===== src/assert_macros.svh =====
// Concurrent assertion helpers, clocked on clk_i; the first is disabled in reset (rst_ni low).
`ifndef ASSERT_MACROS_SVH
`define ASSERT_MACROS_SVH

// Check prop at every rising edge outside reset.
`define LLM_ASSERT(lbl, prop, msg) \
  lbl: assert property (@(posedge clk_i) disable iff (!rst_ni) (prop)) else $error(msg);

// Check prop at every rising edge, reset included.
`define LLM_ASSERT_ALWAYS(lbl, prop, msg) \
  lbl: assert property (@(posedge clk_i) (prop)) else $error(msg);

`endif


===== src/llm_pkg.sv =====
package llm_pkg;

  localparam int unsigned ACT_W  = 3;
  localparam int unsigned STAT_W = 2;
  localparam int unsigned DATA_W = 32;
  localparam int unsigned CNT_W  = 5;

  typedef logic [ACT_W-1:0]  action_t;
  typedef logic [STAT_W-1:0] status_t;

  localparam action_t ACT_ADD_HEAD = 3'd0;
  localparam action_t ACT_ADD_TAIL = 3'd1;
  localparam action_t ACT_REM_HEAD = 3'd2;
  localparam action_t ACT_REM_TAIL = 3'd3;
  localparam action_t ACT_REM_VAL  = 3'd4;
  localparam action_t ACT_SEARCH   = 3'd5;

  localparam status_t ST_OK       = 2'd0;
  localparam status_t ST_EMPTY    = 2'd1;
  localparam status_t ST_FULL     = 2'd2;
  localparam status_t ST_NOTFOUND = 2'd3;

endpackage


===== src/linked_list_manager.sv =====
// Singly linked list of signed 32-bit values in a store of CAPACITY nodes.
// Input channel (in_valid_i/in_ready_o) carries action_i and value_in_i:
// add head, add tail, remove head, remove tail, remove value, search.
// Output channel (out_valid_o/out_ready_i) returns one transfer per request:
// value_out_o, status_o (ok, empty, full, not found), found_o, count_o.
// One request is worked at a time; in_ready_o is high only while idle.
// Rejected requests (full store, empty list, search of an empty list, unused
// codes) go straight to the result; adds write the new node, and an add at
// the tail then links the old tail to it; head removal reads the head node
// and frees it; tail removal, remove-value and search walk the list with one
// node memory read per cycle, over at most CAPACITY nodes. A new request is
// taken no earlier than the cycle its predecessor's result appears, so
// requests never overlap. The walk over the single read port sets the rate.
// Results sit in an output register: a stalled receiver does not stop the
// next request from being worked; only its final hand-off waits for the
// output register to drain.
// Reset empties the list and chains all nodes as free at once: a fill mark
// tracks nodes never allocated, so no clearing pass is needed. Node values
// are undefined until written.
`include "assert_macros.svh"

module linked_list_manager
  import llm_pkg::*;
#(
  parameter int unsigned CAPACITY = 16
) (
  input  logic                     clk_i,
  input  logic                     rst_ni,
  input  logic                     in_valid_i,
  output logic                     in_ready_o,
  input  logic [ACT_W-1:0]         action_i,
  input  logic signed [DATA_W-1:0] value_in_i,
  output logic                     out_valid_o,
  input  logic                     out_ready_i,
  output logic signed [DATA_W-1:0] value_out_o,
  output logic [STAT_W-1:0]        status_o,
  output logic                     found_o,
  output logic [CNT_W-1:0]         count_o
);

  localparam int unsigned AW = (CAPACITY > 1) ? $clog2(CAPACITY) : 1;
  localparam int unsigned IW = $clog2(CAPACITY + 1);
  localparam logic [IW-1:0] NIL = IW'(CAPACITY);

  localparam logic [3:0] S_IDLE     = 4'd0;
  localparam logic [3:0] S_ADD      = 4'd1;
  localparam logic [3:0] S_ADD_TAIL = 4'd2;
  localparam logic [3:0] S_RDHEAD   = 4'd3;
  localparam logic [3:0] S_RDTAIL   = 4'd4;
  localparam logic [3:0] S_WALKT    = 4'd5;
  localparam logic [3:0] S_UNLINK   = 4'd6;
  localparam logic [3:0] S_WALKV    = 4'd7;
  localparam logic [3:0] S_FREE     = 4'd8;
  localparam logic [3:0] S_DONE     = 4'd9;

  logic [DATA_W-1:0] node_value [CAPACITY];
  logic [IW-1:0]     node_link  [CAPACITY];

  logic [3:0]        state_q, state_d;
  logic [IW-1:0]     first_q, first_d;
  logic [IW-1:0]     last_q, last_d;
  logic [IW-1:0]     free_q, free_d;
  logic [IW-1:0]     cnt_q, cnt_d;
  logic [IW-1:0]     hw_q, hw_d;
  logic              out_valid_q, out_valid_d;

  action_t           action_q, action_d;
  logic [DATA_W-1:0] value_q, value_d;
  logic [IW-1:0]     node_q, node_d;
  logic [IW-1:0]     prev_q, prev_d;
  logic [DATA_W-1:0] res_vout_q, res_vout_d;
  status_t           res_status_q, res_status_d;
  logic              res_found_q, res_found_d;
  logic [DATA_W-1:0] out_vout_q, out_vout_d;
  status_t           out_status_q, out_status_d;
  logic              out_found_q, out_found_d;
  logic [CNT_W-1:0]  out_cnt_q, out_cnt_d;

  logic              rd_en;
  logic [IW-1:0]     rd_addr;
  logic [IW-1:0]     rd_addr_q;
  logic [DATA_W-1:0] val_rd_q;
  logic [IW-1:0]     link_rd_q;
  logic [IW-1:0]     link_eff;

  logic              lnk_we;
  logic [IW-1:0]     lnk_waddr;
  logic [IW-1:0]     lnk_wdata;
  logic              val_we;

  // untouched nodes still chain to their successor
  assign link_eff = (rd_addr_q >= hw_q) ? (rd_addr_q + 1'b1) : link_rd_q;

  always_ff @(posedge clk_i) begin
    if (rd_en) begin
      val_rd_q  <= node_value[rd_addr[AW-1:0]];
      link_rd_q <= node_link[rd_addr[AW-1:0]];
      rd_addr_q <= rd_addr;
    end
    if (lnk_we) begin
      node_link[lnk_waddr[AW-1:0]] <= lnk_wdata;
    end
    if (val_we) begin
      node_value[free_q[AW-1:0]] <= value_q;
    end
  end

  always_comb begin
    state_d      = state_q;
    first_d      = first_q;
    last_d       = last_q;
    free_d       = free_q;
    cnt_d        = cnt_q;
    hw_d         = hw_q;
    action_d     = action_q;
    value_d      = value_q;
    node_d       = node_q;
    prev_d       = prev_q;
    res_vout_d   = res_vout_q;
    res_status_d = res_status_q;
    res_found_d  = res_found_q;
    out_vout_d   = out_vout_q;
    out_status_d = out_status_q;
    out_found_d  = out_found_q;
    out_cnt_d    = out_cnt_q;
    out_valid_d  = out_valid_q && !out_ready_i;
    rd_en        = 1'b0;
    rd_addr      = first_q;
    lnk_we       = 1'b0;
    lnk_waddr    = node_q;
    lnk_wdata    = NIL;
    val_we       = 1'b0;
    in_ready_o   = 1'b0;

    unique case (state_q)
      S_IDLE: begin
        in_ready_o = 1'b1;
        if (in_valid_i) begin
          action_d     = action_i;
          value_d      = value_in_i;
          res_vout_d   = '0;
          res_status_d = ST_OK;
          res_found_d  = 1'b0;
          prev_d       = NIL;
          node_d       = first_q;
          state_d      = S_DONE;
          case (action_i) inside
            ACT_ADD_HEAD, ACT_ADD_TAIL: begin
              if (free_q == NIL) begin
                res_status_d = ST_FULL;
              end else begin
                rd_en   = 1'b1;
                rd_addr = free_q;
                state_d = S_ADD;
              end
            end
            ACT_REM_HEAD: begin
              if (first_q == NIL) begin
                res_status_d = ST_EMPTY;
              end else begin
                rd_en   = 1'b1;
                state_d = S_RDHEAD;
              end
            end
            ACT_REM_TAIL: begin
              if (first_q == NIL || last_q == NIL) begin
                res_status_d = ST_EMPTY;
              end else begin
                rd_en   = 1'b1;
                rd_addr = last_q;
                node_d  = last_q;
                state_d = S_RDTAIL;
              end
            end
            ACT_REM_VAL: begin
              if (first_q == NIL) begin
                res_status_d = ST_EMPTY;
              end else begin
                rd_en   = 1'b1;
                state_d = S_WALKV;
              end
            end
            ACT_SEARCH: begin
              if (first_q == NIL) begin
                res_status_d = ST_NOTFOUND;
              end else begin
                rd_en   = 1'b1;
                state_d = S_WALKV;
              end
            end
            default: ;
          endcase
        end
      end
      S_ADD: begin
        val_we    = 1'b1;
        free_d    = link_eff;
        cnt_d     = cnt_q + 1'b1;
        node_d    = free_q;
        lnk_we    = 1'b1;
        lnk_waddr = free_q;
        if (free_q == hw_q) begin
          hw_d = hw_q + 1'b1;
        end
        state_d = S_DONE;
        if (first_q == NIL) begin
          first_d = free_q;
          last_d  = free_q;
        end else if (action_q == ACT_ADD_HEAD) begin
          lnk_wdata = first_q;
          first_d   = free_q;
        end else begin
          state_d = S_ADD_TAIL;
        end
      end
      S_ADD_TAIL: begin
        lnk_we    = 1'b1;
        lnk_waddr = last_q;
        lnk_wdata = node_q;
        last_d    = node_q;
        state_d   = S_DONE;
      end
      S_RDHEAD: begin
        res_vout_d = val_rd_q;
        first_d    = link_eff;
        if (link_eff >= NIL) begin
          first_d = NIL;
          last_d  = NIL;
        end
        state_d = S_FREE;
      end
      S_RDTAIL: begin
        res_vout_d = val_rd_q;
        if (first_q == node_q) begin
          first_d = NIL;
          last_d  = NIL;
          state_d = S_FREE;
        end else begin
          prev_d  = first_q;
          rd_en   = 1'b1;
          state_d = S_WALKT;
        end
      end
      S_WALKT: begin
        if (link_eff == node_q) begin
          state_d = S_UNLINK;
        end else begin
          prev_d = link_eff;
          if (link_eff < NIL) begin
            rd_en   = 1'b1;
            rd_addr = link_eff;
          end else begin
            state_d = S_FREE;
          end
        end
      end
      S_UNLINK: begin
        lnk_we    = 1'b1;
        lnk_waddr = prev_q;
        lnk_wdata = NIL;
        last_d    = prev_q;
        state_d   = S_FREE;
      end
      S_WALKV: begin
        if (val_rd_q == value_q) begin
          res_found_d = 1'b1;
          if (action_q == ACT_SEARCH) begin
            state_d = S_DONE;
          end else begin
            if (prev_q == NIL) begin
              first_d = link_eff;
            end else begin
              lnk_we    = 1'b1;
              lnk_waddr = prev_q;
              lnk_wdata = link_eff;
            end
            if (last_q == node_q) begin
              last_d = prev_q;
            end
            if (prev_q == NIL && link_eff >= NIL) begin
              first_d = NIL;
              last_d  = NIL;
            end
            state_d = S_FREE;
          end
        end else begin
          prev_d = node_q;
          node_d = link_eff;
          if (link_eff < NIL) begin
            rd_en   = 1'b1;
            rd_addr = link_eff;
          end else begin
            res_status_d = ST_NOTFOUND;
            state_d      = S_DONE;
          end
        end
      end
      S_FREE: begin
        lnk_we    = 1'b1;
        lnk_waddr = node_q;
        lnk_wdata = free_q;
        free_d    = node_q;
        cnt_d     = cnt_q - 1'b1;
        state_d   = S_DONE;
      end
      S_DONE: begin
        if (!out_valid_q || out_ready_i) begin
          out_vout_d   = res_vout_q;
          out_status_d = res_status_q;
          out_found_d  = res_found_q;
          out_cnt_d    = CNT_W'(cnt_q);
          out_valid_d  = 1'b1;
          state_d      = S_IDLE;
        end
      end
      default: state_d = S_IDLE;
    endcase
  end

  always_ff @(posedge clk_i or negedge rst_ni) begin
    if (!rst_ni) begin
      state_q     <= S_IDLE;
      first_q     <= NIL;
      last_q      <= NIL;
      free_q      <= '0;
      cnt_q       <= '0;
      hw_q        <= '0;
      out_valid_q <= 1'b0;
    end else begin
      state_q     <= state_d;
      first_q     <= first_d;
      last_q      <= last_d;
      free_q      <= free_d;
      cnt_q       <= cnt_d;
      hw_q        <= hw_d;
      out_valid_q <= out_valid_d;
    end
  end

  always_ff @(posedge clk_i) begin
    action_q     <= action_d;
    value_q      <= value_d;
    node_q       <= node_d;
    prev_q       <= prev_d;
    res_vout_q   <= res_vout_d;
    res_status_q <= res_status_d;
    res_found_q  <= res_found_d;
    out_vout_q   <= out_vout_d;
    out_status_q <= out_status_d;
    out_found_q  <= out_found_d;
    out_cnt_q    <= out_cnt_d;
  end

  assign out_valid_o = out_valid_q;
  assign value_out_o = out_vout_q;
  assign status_o    = out_status_q;
  assign found_o     = out_found_q;
  assign count_o     = out_cnt_q;

  `LLM_ASSERT(a_ends_agree, (first_q == NIL) == (last_q == NIL), "head and tail disagree on empty")
  `LLM_ASSERT(a_empty_count, (state_q == S_IDLE) |-> ((first_q == NIL) == (cnt_q == '0)), "empty list with nonzero count")
  `LLM_ASSERT(a_full_count, (state_q == S_IDLE) |-> ((free_q == NIL) == (cnt_q == NIL)), "free list and count disagree")
  `LLM_ASSERT(a_fill_mark, (cnt_q <= hw_q) && (hw_q <= NIL), "count beyond fill mark")

endmodule


===== config.mk =====
export PLATFORM = sky130hd
export DESIGN_NAME = linked_list_manager
export DESIGN_NICKNAME = d
export VERILOG_FILES = /design/src/llm_pkg.sv /design/src/linked_list_manager.sv
export VERILOG_INCLUDE_DIRS = /design/src /design/src/src
export SDC_FILE = /design/constraint.sdc
export NUM_CORES = 1
export LEC_CHECK = 0
export ABC_AREA = 1
export BUFFER_PORTS_ARGS = -buffer_cell sky130_fd_sc_hd__buf_2
export CAP_MARGIN = 20
export CORE_UTILIZATION = 50
export CTS_BUF_LIST = sky130_fd_sc_hd__clkbuf_8
export DETAILED_ROUTE_END_ITERATION = 10
export HOLD_SLACK_MARGIN = 0.12
export PLACE_DENSITY_LB_ADDON = 0.05
export SETUP_SLACK_MARGIN = 0.3
export SLEW_MARGIN = 20
export SYNTH_ARGS = -nofsm -noshare
export SYNTH_HDL_FRONTEND = slang
export SYNTH_SLANG_ARGS = --single-unit

===== constraint.sdc =====
create_clock -name clk_i -period 4.49 [get_ports clk_i]
set_input_delay 0.2245 -clock clk_i [delete_from_list [all_inputs] [get_ports clk_i]]
set_output_delay 0.2245 -clock clk_i [all_outputs]
set_load 0.05 [all_outputs]

==> metrics.md, run 1 <==
| Metric | Value |
|---|---|
| Post-synth EDFFs | ~750 |
| Yosys top cell area share | 0.641 |
| Sequential-to-total area share from yosys stat | 0.662 |
| Total CTS buffers | around 140 |
| Final hold vios | 0 |
| TritonCTS clock tree | yes |
| Slowest cell on the critical path | edfxtp_1 |
| LEAKAGE | 16.9 nW |
| Area growth syn-to-layout | 15.2% |
| Critical Path End Type | flop |
| Post-DR wirelength/cell | between 20 and 25 um |
| Drt drc | 0 |
| Setup Crit Path Kind | reg -> reg |
| Post-synth top flop | edfxtp_1 |
| Initial DRC count | 2,401 |
| Max Freq | between 200 and 300 MHz |
| Gr usage total | 0.288 |
| Most frequent cells in the layout | 754 x edfxtp_1, 698 x nand3_1, 618 x inv_1, 495 x nand2_1, 148 x nand3b_1 |
| Worst Path Required | 4990 ps |
| Status | completed |
| CTS sink count | 784 |
| Max-slew violation count | 0 |
| Synth async-reset ratio | 0.0383 |
| Worst Max-Slew Pin Slew | around 1100 ps |
| ANT nets after route | 0 |
| Sw frac | 0.450 |
| Clk_lat worst skew | roughly 800 ps |
| Final setup fails | 0 |
| Die Footprint | 0.0717 mm2 |
| Commonest non-fill, non-tap cell in the layout | edfxtp_1 |
| # port buffers | 80 |
| Core area | between 0.07 and 0.08 mm2 |
| Initial core utilization | 0.505 |
| Max Cap Viol | 0 |
| Vias per inst | 5.43 |
| CTS max path bufs | 3 |
| Setup Skew | 34.9 ps |
| Clock Power Share | 0.192 |
| Total chip power | 31.7 mW |
| Synth unique cells | 51 |
| NetSw | between 10 and 15 mW |
| Largest incremental delay on the critical path | roughly 650 ps |
| Number of synthesis warnings | 0 |
| Peak VDD IR | 0.565 mV |
| Fraction of layout cells with a size suffix above 1 | 0.123 |
| Pre-CTS setup slack | between 400 and 500 ps |
| Clock transition at the registers of the reported paths | about 50 ps |
| Total gr overflow | 0 |
| Top Ports | 81 |
| Crit path arrival time | 4390 ps |
| Cell Chain, Critical Path | xnor2_1 -> nand2_1 -> nor3_1 -> nand2_1 -> nor2_1 -> nand2_1 -> nor2_1 -> nand2_1 -> nand2_1 -> nand2_1 -> o21ai_0 -> o2111ai_1 -> a21oi_1 -> buf_4 -> nand2_1 -> nor2_1 -> buf_4 |
| Root Driver | clkbuf_8 |
| Total wire length | approximately 100,000 um |
| Max-Slew Margin vs Limit | 0.293 |
| Die width | 268 um |
| Initial antenna violation count | 4 |
| CTS H-tree depth | 4 |
| RSZ-0062 raised after global routing | false |
| Critical path peak fanout | 17 |
| GP Congestion | roughly 0.91 |
| Global-route wire length before repair | around 150,000 um |
| Mean Syn Cell Area | about 11 um2 |
| Largest net degree at the start of global routing | 97 |
| Standard-cell rows | 97 |
| Number of synthesized register bits | between 700 and 800 |
| Detailed-route via count | about 25,000 |
| Post-synth top area cell | edfxtp_1 |
| Fin worst setup slack | a little over 600 ps |
| Die Y-Extent | 268 um |
| Vias in the first global route | ~24,000 |
| DRT Pass-1 Iters | 6 |
| Combinational power share | 0.472 |
| Int Power | 17.5 mW |
| Post-Syn Nets | approximately 3,300 |
| Setup TNS | 0 ps |
| HPWL after DPL | just over 60,000 um |
| Synth area leaders | edfxtp_1 64%, nand3_1 9.9%, inv_1 6.0% |
| Reg power frac | 0.336 |
| CP startpoint kind | flop |
| PwrDens | approximately 800 mW/mm2 |
| Post-Synthesis Cell Area | about 0.035 mm2 |
| Cells after synthesis | between 3,000 and 4,000 |
| Final period util | 0.865 |
| Layout Nets | between 3,000 and 4,000 |
| Fin crit period | roughly 3900 ps |
| Hold Path Class | in -> reg |
| Crit path top cell by count | nand2_1 |
## final timing paths
check | start | to | slack [ps] | cells past startpoint
setup / recovery | value_q[28] | node_link[4][1] | 610 | 17
hold / removal | value_in_i[30] | value_q[30] | 200 | 2
setup reg to reg | value_q[28] | node_link[4][1] | 610 | 17
hold reg to reg | res_vout_q[20] | value_out_o[20] | 410 | 0
max in group asynchronous | rst_ni | hw_q[3] | 3720 | 4
min in group asynchronous | rst_ni | last_q[4] | 530 | 3
## per-layer routing
layer	track usage	vias to the layer above	part of all wire
met4	0.0959	0	0.025
met1	0.417	12100	0.45
met3	0.0535	174	0.070
met5	0	-	0
met2	0.438	964	0.45
li1	-	11600	-
## registers in the layout, summed over array words and instances, names as in the netlist, 2 cells and up
signal and flops:
status_o 2, value_q 32, prev_q 5, free_q 5
val_rd_q 32, node_value 512, link_rd_q 5, hw_q 5
first_q 5, node_link 80, res_status_q 2, count_o 5
cnt_q 5, state_q 4, value_out_o 32, rd_addr_q 5
action_q 3, res_vout_q 32, node_q 5, last_q 5
## worst max-delay path, delay by kind of cell (launching register included)
family | cells | cell delay (ps)
flops | 1 | 650
compound gates | 3 | 460
buf+inv | 2 | 320
simple gates | 11 | 1730
xor+xnor | 1 | 430
## through the flow
stage | hold slack [ps] | cells | instance area [um2] | utilization
floorplan | -71.1 | 3261 | 35300 | -
global placement | 382 | 4252 | 37500 | 0.535
detailed placement | 389 | 4252 | 37500 | 0.535
CTS | 123 | 4564 | 40600 | 0.580
global route | 156 | 4570 | 40700 | 0.581
finish | 198 | 4570 | 40700 | 0.581
## what timing repair did
action                                 CTS  global route
setup buffers                            0             4
hold buffers                            63             0
setup endpoints to repair                0            24
resized for setup                        0             2
endpoints found under the hold margin   73             0
## cells in the mapped netlist, types with 3 or more instances
master / instances
a211oi_1: 3
o221ai_1: 11
nor3_1: 16
xnor2_1: 18
inv_2: 3
a22oi_1: 5
inv_1: 568
xor2_1: 25
nor4_1: 3
o2111ai_1: 5
nand3_2: 3
clkinv_1: 3
buf_4: 19
nor2_1: 134
clkbuf_1: 45
buf_6: 29
a31oi_1: 4
nand2_2: 9
nand3_1: 699
o21ai_0: 52
o31ai_1: 4
o22ai_1: 7
o211ai_1: 8
nor2_2: 4
or2_2: 4
buf_2: 67
buf_1: 5
ha_1: 10
edfxtp_1: 754
nand2_1: 498
nand3b_1: 148
nand4_1: 16
a21oi_1: 32
dfrtp_1: 28
## area by class of cell
cell class                      count  area (um2)
Inverter                          574        2160
Antenna cell                        1        2.50
Clock buffer                      141        1940
Clock inverter                    108         581
Multi-Input combinational cell   1737        9010
Fill cell                        6062       29300
Sequential cell                   784       23400
Tap cell                          940        1180
Timing Repair Buffer              285        2440
## power by group through the flow
stage               logic (mW)  clock network [mW]  registers (mW)
floorplan                 9.60                   0            10.9
global placement          14.7                   0            10.8
detailed placement        14.8                   0            10.8
CTS                       14.9                6.21            10.7
global route              16.4                6.52            10.8
finish                    15.0                6.09            10.7
## kinds of logic after synthesis
| logic type | after synthesis | share of synthesized area |
|---|---|---|
| simple gates | 1539 | 0.209 |
| fa+ha+maj | 11 | 0.00411 |
| mux | 1 | 0.000319 |
| buf+inv | 740 | 0.0892 |
| xor+xnor | 43 | 0.0107 |
| flops | 784 | 0.662 |
| compound gates | 143 | 0.0249 |
(Power assumes the default switching activity.)
==> run 2, diff against run 1 <==
- CORE_ASPECT_RATIO: not set -> 0.8
==> metrics.md, run 2 (synthesis results as in run 1) <==
| Metric | Value |
|---|---|
| Layout Nets | 3,505 (-1.7%) |
| RSZ-0062 raised after global routing | false |
| Area growth syn-to-layout | 13.2% |
| Status | completed |
| Final instance area | 0.0400 mm2 (-1.7%) |
| Max Cap Viol | 0 (unchanged) |
| Final period util | 0.876 (+0.0116) |
| Fin crit period | 3930 ps (+51.9 ps) |
| Total gr overflow | 0 (unchanged) |
| Final hold vios | 0 (unchanged) |
| Final setup fails | 0 (unchanged) |
| Global-route met1 utilization | 0.450 (+0.0332) |
| DRT Pass-1 Iters | 6 (unchanged) |
| Core area | 0.0694 mm2 (-0.89%) |
| Vias in the first global route | 23,300 (-2.3%) |
| Max-Slew Margin vs Limit | 0.326 (+0.0328) |
| GP Congestion | 0.940 (+3.4%) |
| Pre-CTS setup slack | 560 ps (+93.8 ps) |
| Worst Max-Slew Pin Slew | 1000 ps (-54.6 ps) |
| Setup Skew | 40.0 ps (+5.05 ps) |
| Area after DPL | 0.0374 mm2 (-0.25%) |
| ANT nets after route | 0 (unchanged) |
| Worst Path Required | 4980 ps (about the same) |
| Clk_lat worst skew | 760 ps (-30 ps) |
| Setup TNS | 0 ps (unchanged) |
| Drt drc | 0 (unchanged) |
| Combinational power share | 0.480 (+0.008) |
| Most frequent cells in the layout | 754 x edfxtp_1, 698 x nand3_1, 601 x inv_1, 495 x nand2_1, 148 x nand3b_1 |
| Largest net degree at the start of global routing | 131 (+35%) |
| PwrDens | 780 mW/mm2 (about the same) |
| Peak VDD IR | 0.621 mV (+9.8%) |
| HPWL after DPL | 61,700 um (about the same) |
| Initial core utilization | 0.509 (+0.00454) |
| Vias per inst | 5.52 (+1.5%) |
| Detailed-route via count | 24,700 (-0.63%) |
| Commonest non-fill, non-tap cell in the layout | edfxtp_1 |
| Sw frac | 0.452 (+0.00200) |
| Global-route wire length before repair | 153,000 um (+1.3%) |
| CTS sink count | 784 (unchanged) |
| TritonCTS clock tree | yes |
| Initial DRC count | 2,830 (+18%) |
| Max-slew violation count | 0 (unchanged) |
| Standard-cell rows | 86 (-11%) |
| GR Layer Usage met3 | 0.0656 (+0.0121) |
| Gr usage total | 0.291 (+0.00319) |
| Fraction of layout cells with a size suffix above 1 | 0.115 (-0.00818) |
| Total chip power | 31.2 mW (-1.7%) |
| Top Ports | 81 (unchanged) |
| Die Footprint | 0.0717 mm2 (about the same) |
| Busiest grt layer | met1 |
| CTS H-tree depth | 3 (-1) |
| NetSw | 14.1 mW (-1.3%) |
| Reg2Reg Setup Slack | 560 ps (-50 ps) |
| Clock transition at the registers of the reported paths | 60 ps (about the same) |
| Total CTS buffers | 120 (-11%) |
| Met2 Usage GRT | 0.416 (-0.0215) |
| Worst hold margin | 189 ps (-9.48 ps) |
| Post-DR wirelength/cell | 23.2 um (+4.1%) |
| Fin worst setup slack | 555 ps (-51.9 ps) |
| Critical path peak fanout | 75 (+58) |
| Setup Crit Path Kind | reg -> reg |
| Root Driver | clkbuf_8 |
| Total wire length | 104,000 um (+1.9%) |
| CTS max path bufs | 3 (unchanged) |
| Clock Power Share | 0.176 (-0.016) |
| Die width | 299 um (+12%) |
| Die Y-Extent | 240 um (-10%) |
| # port buffers | 80 (unchanged) |
| Critical Path End Type | flop |
| Int Power | 17.1 mW (-2.0%) |
| Reg power frac | 0.344 (+0.008) |
| Crit path arrival time | 4420 ps (+30 ps) |
| Max reg flops | 512 (unchanged) |
| LEAKAGE | 16.4 nW (-2.5%) |
| Initial antenna violation count | 8 (+4) |
| Fillcell total | 5,949 (-1.9%) |
| CP startpoint kind | flop |
| Max Freq | 254 MHz (-1.3%) |
| Hold Path Class | in -> reg |
## run 2: cell types whose count changed in the layout (fill, tap and decap cells not counted), sizes merged
| cell | delta |
|---|---|
| buf | -24 |
| bufinv | +1 |
| clkbuf | -16 |
| clkinv | +5 |
| clkinvlp | +2 |
| dlygate4sd3 | -23 |
| inv | -26 |
## run 2: area by class of cell
class / count / area (um2) / area share
flip-flops and latches: 784 / 23400 / 0.585
clock buffers: 125 / 1720 / 0.0430
clock inverters: 90 / 453 / 0.0113
diodes: 1 / 2.50 / 0.0000626
inverters: 574 / 2160 / 0.0539
multi-input cells: 1737 / 9020 / 0.225
well taps: 924 / 1160 / 0.0289
repair buffers: 238 / 2100 / 0.0524
## run 2: path summary, 6_finish.rpt
path                                start         endpoint  cells past startpoint
max                          val_rd_q[15]     link_rd_q[0]                     18
min                        value_in_i[16]      value_q[16]                      2
max reg2reg                  val_rd_q[15]     link_rd_q[0]                     18
min reg2reg                res_vout_q[31]  value_out_o[31]                      0
max in group asynchronous          rst_ni         cnt_q[4]                      4
min in group asynchronous          rst_ni       first_q[4]                      3
## run 2: metrics by stage
step | util | cells
2_1_floorplan | - | 3261
3_3_place_gp | 0.539 | 4216
3_5_place_dp | 0.539 | 4216
4_1_cts | 0.576 | 4471
5_1_grt | 0.576 | 4473
6_report | 0.576 | 4473
## run 2: power groups by stage
| stage | registers [mW] | logic [mW] | clock network (mW) |
|---|---|---|---|
| finish | 10.7 | 15.0 | 5.50 |
| global route | 10.8 | 16.3 | 5.90 |
| CTS | 10.7 | 14.9 | 5.60 |
| detailed placement | 10.9 | 14.7 | 0 |
| global placement | 10.8 | 14.7 | 0 |
| floorplan | 10.9 | 9.60 | 0 |
## run 2: what timing repair did
item,4_1_cts,5_1_grt
resized for setup,0,3
setup buffers,0,0
hold buffers,40,0
setup endpoints to repair,0,42
endpoints found under the hold margin,72,0
## run 2: worst max-delay path, cell delays in order (launching register included)
cell and delay [ps]:
edfxtp_1 470, xnor2_1 460, buf_4 220, nand2_1 50, nor3_1 180, nand2_1 90, nor2_1 180, nand2_1 180
buf_4 220, nand3_1 70, nand3_1 110, nand3_4 170, buf_12 260, buf_12 350, nand3_1 120, nand3_1 110
nand3_1 90, nand3_1 190, nand2_1 80
## run 2: per-layer routing
metal  up-vias  part of all wire  wire (um)
met4         2             0.015       1520
met3       119             0.095       9880
li1      11500                 -          -
met5         -           0.00013         13
met1     12000              0.47      48400
met2      1069              0.42      43900
==> run 3, diff against run 2 <==
- CELL_PAD_IN_SITES_DETAIL_PLACEMENT: not set -> 2
- CELL_PAD_IN_SITES_GLOBAL_PLACEMENT: not set -> 2
- CORE_UTILIZATION: 50 -> 36
==> metrics.md, run 3 (synthesis results as in run 1) <==
| Metric | Value |
|---|---|
| Status | completed |
| Fin worst setup slack | 400 ps (-155 ps) |
| CTS max path bufs | 3 (unchanged) |
| LEAKAGE | 16.8 nW (+2.0%) |
| Max-slew violation count | 0 (unchanged) |
| RSZ-0062 raised after global routing | true |
| Worst Path Required | 5000 ps (+20 ps) |
| Max Cap Viol | 0 (unchanged) |
| CTS sink count | 784 (unchanged) |
| Fraction of layout cells with a size suffix above 1 | 0.124 (+0.00928) |
| Final period util | 0.911 (+0.0346) |
| Most frequent cells in the layout | 754 x edfxtp_1, 698 x nand3_1, 616 x inv_1, 490 x nand2_1, 148 x nand3b_1 |
| Fin crit period | 4090 ps (+155 ps) |
| Setup Skew | 31.7 ps (-8.26 ps) |
| Detailed-route via count | 26,000 (+5.3%) |
| ANT nets after route | 0 (unchanged) |
| Final hold vios | 0 (unchanged) |
| PwrDens | 797 mW/mm2 (+2.2%) |
| NetSw | 15.4 mW (+9.3%) |
| Vias in the first global route | 27,900 (+20%) |
| Initial antenna violation count | 3 (-5) |
| Setup Crit Path Kind | reg -> reg |
| Setup TNS | 0 ps (unchanged) |
| Initial DRC count | 1,836 (-35%) |
| CTS H-tree depth | 4 (+1) |
| GP Congestion | 0.870 (-7.4%) |
| Max-Slew Margin vs Limit | 0.288 (-0.0380) |
| HPWL after DPL | 76,300 um (+24%) |
| Gr usage total | 0.261 (-0.0304) |
| Combinational power share | 0.489 (+0.009) |
| Int Power | 17.5 mW (+2.0%) |
| Die width | 352 um (+18%) |
| Final Util | 0.425 (-0.151) |
| Critical R2R Launch | value_q[28] |
| Critical Path End Type | flop |
| Hold_sp | value_in_i[19] |
| Die Y-Extent | 282 um (+18%) |
| Drt drc | 0 (unchanged) |
| Crit path arrival time | 4600 ps (+180 ps) |
| Worst Max-Slew Pin Slew | 1060 ps (+56.5 ps) |
| Critical path peak fanout | 6 (-92%) |
| Clk_lat worst skew | 840 ps (+80 ps) |
| Area growth syn-to-layout | 16.7% |
| Total gr overflow | 0 (unchanged) |
| DRT Pass-1 Iters | 5 (-1) |
| Vias per inst | 5.29 (-4.0%) |
| Post-DR wirelength/cell | 26.2 um (+13%) |
| Sw frac | 0.469 (+0.0171) |
| Layout Nets | 3,556 (+1.5%) |
| Pre-CTS setup slack | -363 ps (-923 ps) |
| Total CTS buffers | 138 (+15%) |
| Hold Path Class | in -> reg |
| Standard-cell rows | 102 (+19%) |
| Clock transition at the registers of the reported paths | 60 ps (about the same) |
| Core area | 0.0970 mm2 (+40%) |
| # port buffers | 80 (unchanged) |
| CP Launch Point | value_q[28] |
| Top Ports | 81 (unchanged) |
| CP startpoint kind | flop |
| Clock Power Share | 0.185 (+0.009) |
| Total wire length | 129,000 um (+24%) |
| Reg power frac | 0.327 (-0.017) |
| Max reg flops | 512 (unchanged) |
| Commonest non-fill, non-tap cell in the layout | edfxtp_1 |
| Largest net degree at the start of global routing | 91 (-31%) |
| Final setup fails | 0 (unchanged) |
| Peak VDD IR | 0.513 mV (-17%) |
| Worst hold margin | 206 ps (+17.1 ps) |
| TritonCTS clock tree | yes |
| Initial core utilization | 0.364 (-0.145) |
| Die Footprint | 0.0994 mm2 (+39%) |
| Max Freq | 245 MHz (-3.8%) |
| Global-route wire length before repair | 190,000 um (+24%) |
| Root Driver | clkbuf_8 |
| Fillcell total | 10,100 (+70%) |
==> run 3: cell count changes in the layout (fill, tap and decap cells not counted), moves of 3 or more <==
cell,change
nand2_2,+5
buf_4,-4
clkinv_2,-11
nand2_1,-5
dlygate4sd3_1,+31
o21ai_1,+3
buf_12,+5
clkbuf_8,+22
nor2_2,+12
bufinv_16,-3
nor2_1,-18
nor2_4,+6
o21ai_0,-3
inv_1,+15
==> run 3: path summary, 6_finish.rpt <==
check	end	slack, ps	depth (start not counted)
worst min-delay path	value_q[19]	210	2
worst max-delay path	node_link[3][2]	400	15
max in group asynchronous	hw_q[1]	3710	4
worst min register to register	value_out_o[28]	400	0
min in group asynchronous	last_q[4]	540	3
worst max register to register	node_link[3][2]	400	15
==> run 3: per-layer routing <==
| layer | share of wire | vias to the layer above | global-route usage |
|---|---|---|---|
| met4 | 0.024 | 0 | 0.0849 |
| met2 | 0.46 | 636 | 0.411 |
| li1 | - | 11600 | - |
| met1 | 0.48 | 13600 | 0.370 |
| met5 | 0 | - | 0 |
| met3 | 0.044 | 214 | 0.0380 |
==> run 3: area by class of cell <==
cell class,count,area (um2),area share
clock buffers,147,2020,0.0491
clock inverters,92,382,0.00926
repair buffers,271,2490,0.0604
multi-input cells,1737,9140,0.222
inverters,574,2160,0.0523
diodes,2,5.00,0.000121
flip-flops and latches,784,23400,0.568
well taps,1300,1630,0.0395
==> run 3: power groups by stage <==
stage	clock network [mW]	registers, mW	logic, mW
3_3_place_gp	0	10.8	15.5
5_1_grt	6.54	10.8	17.5
3_5_place_dp	0	10.9	15.9
2_1_floorplan	0	10.9	9.60
6_report	6.06	10.7	16.0
4_1_cts	6.26	10.7	16.1
==> run 3: critical path: stages, from the launching register on <==
cell	delay, ps
edfxtp_1	430
xnor2_1	350
nand2_1	210
nor3_2	350
nand2_1	120
nor2_2	290
nand2_2	240
nor2_2	210
nand2_1	160
nand2_1	170
inv_1	80
o22ai_1	140
o211ai_1	240
inv_1	140
nand2_1	270
nor2_2	340
==> run 3: repair_timing <==
action	CTS	global route
pin swaps	0	0
hold endpoints to repair	88	0
endpoints found under the setup margin	120	94
hold buffers	71	0
gates cloned	0	0
buffers inserted	1	6
gates resized for setup	22	16
==> run 3: through the flow <==
step | cell area [um2] | power (mW) | std cells
final | 41200 | 32.8 | 4907
after global routing | 41200 | 34.9 | 4906
after CTS | 41100 | 33.1 | 4899
after detailed placement | 37900 | 26.8 | 4588
after global placement | 37900 | 26.3 | 4588
after floorplan | 35300 | 20.5 | 3261
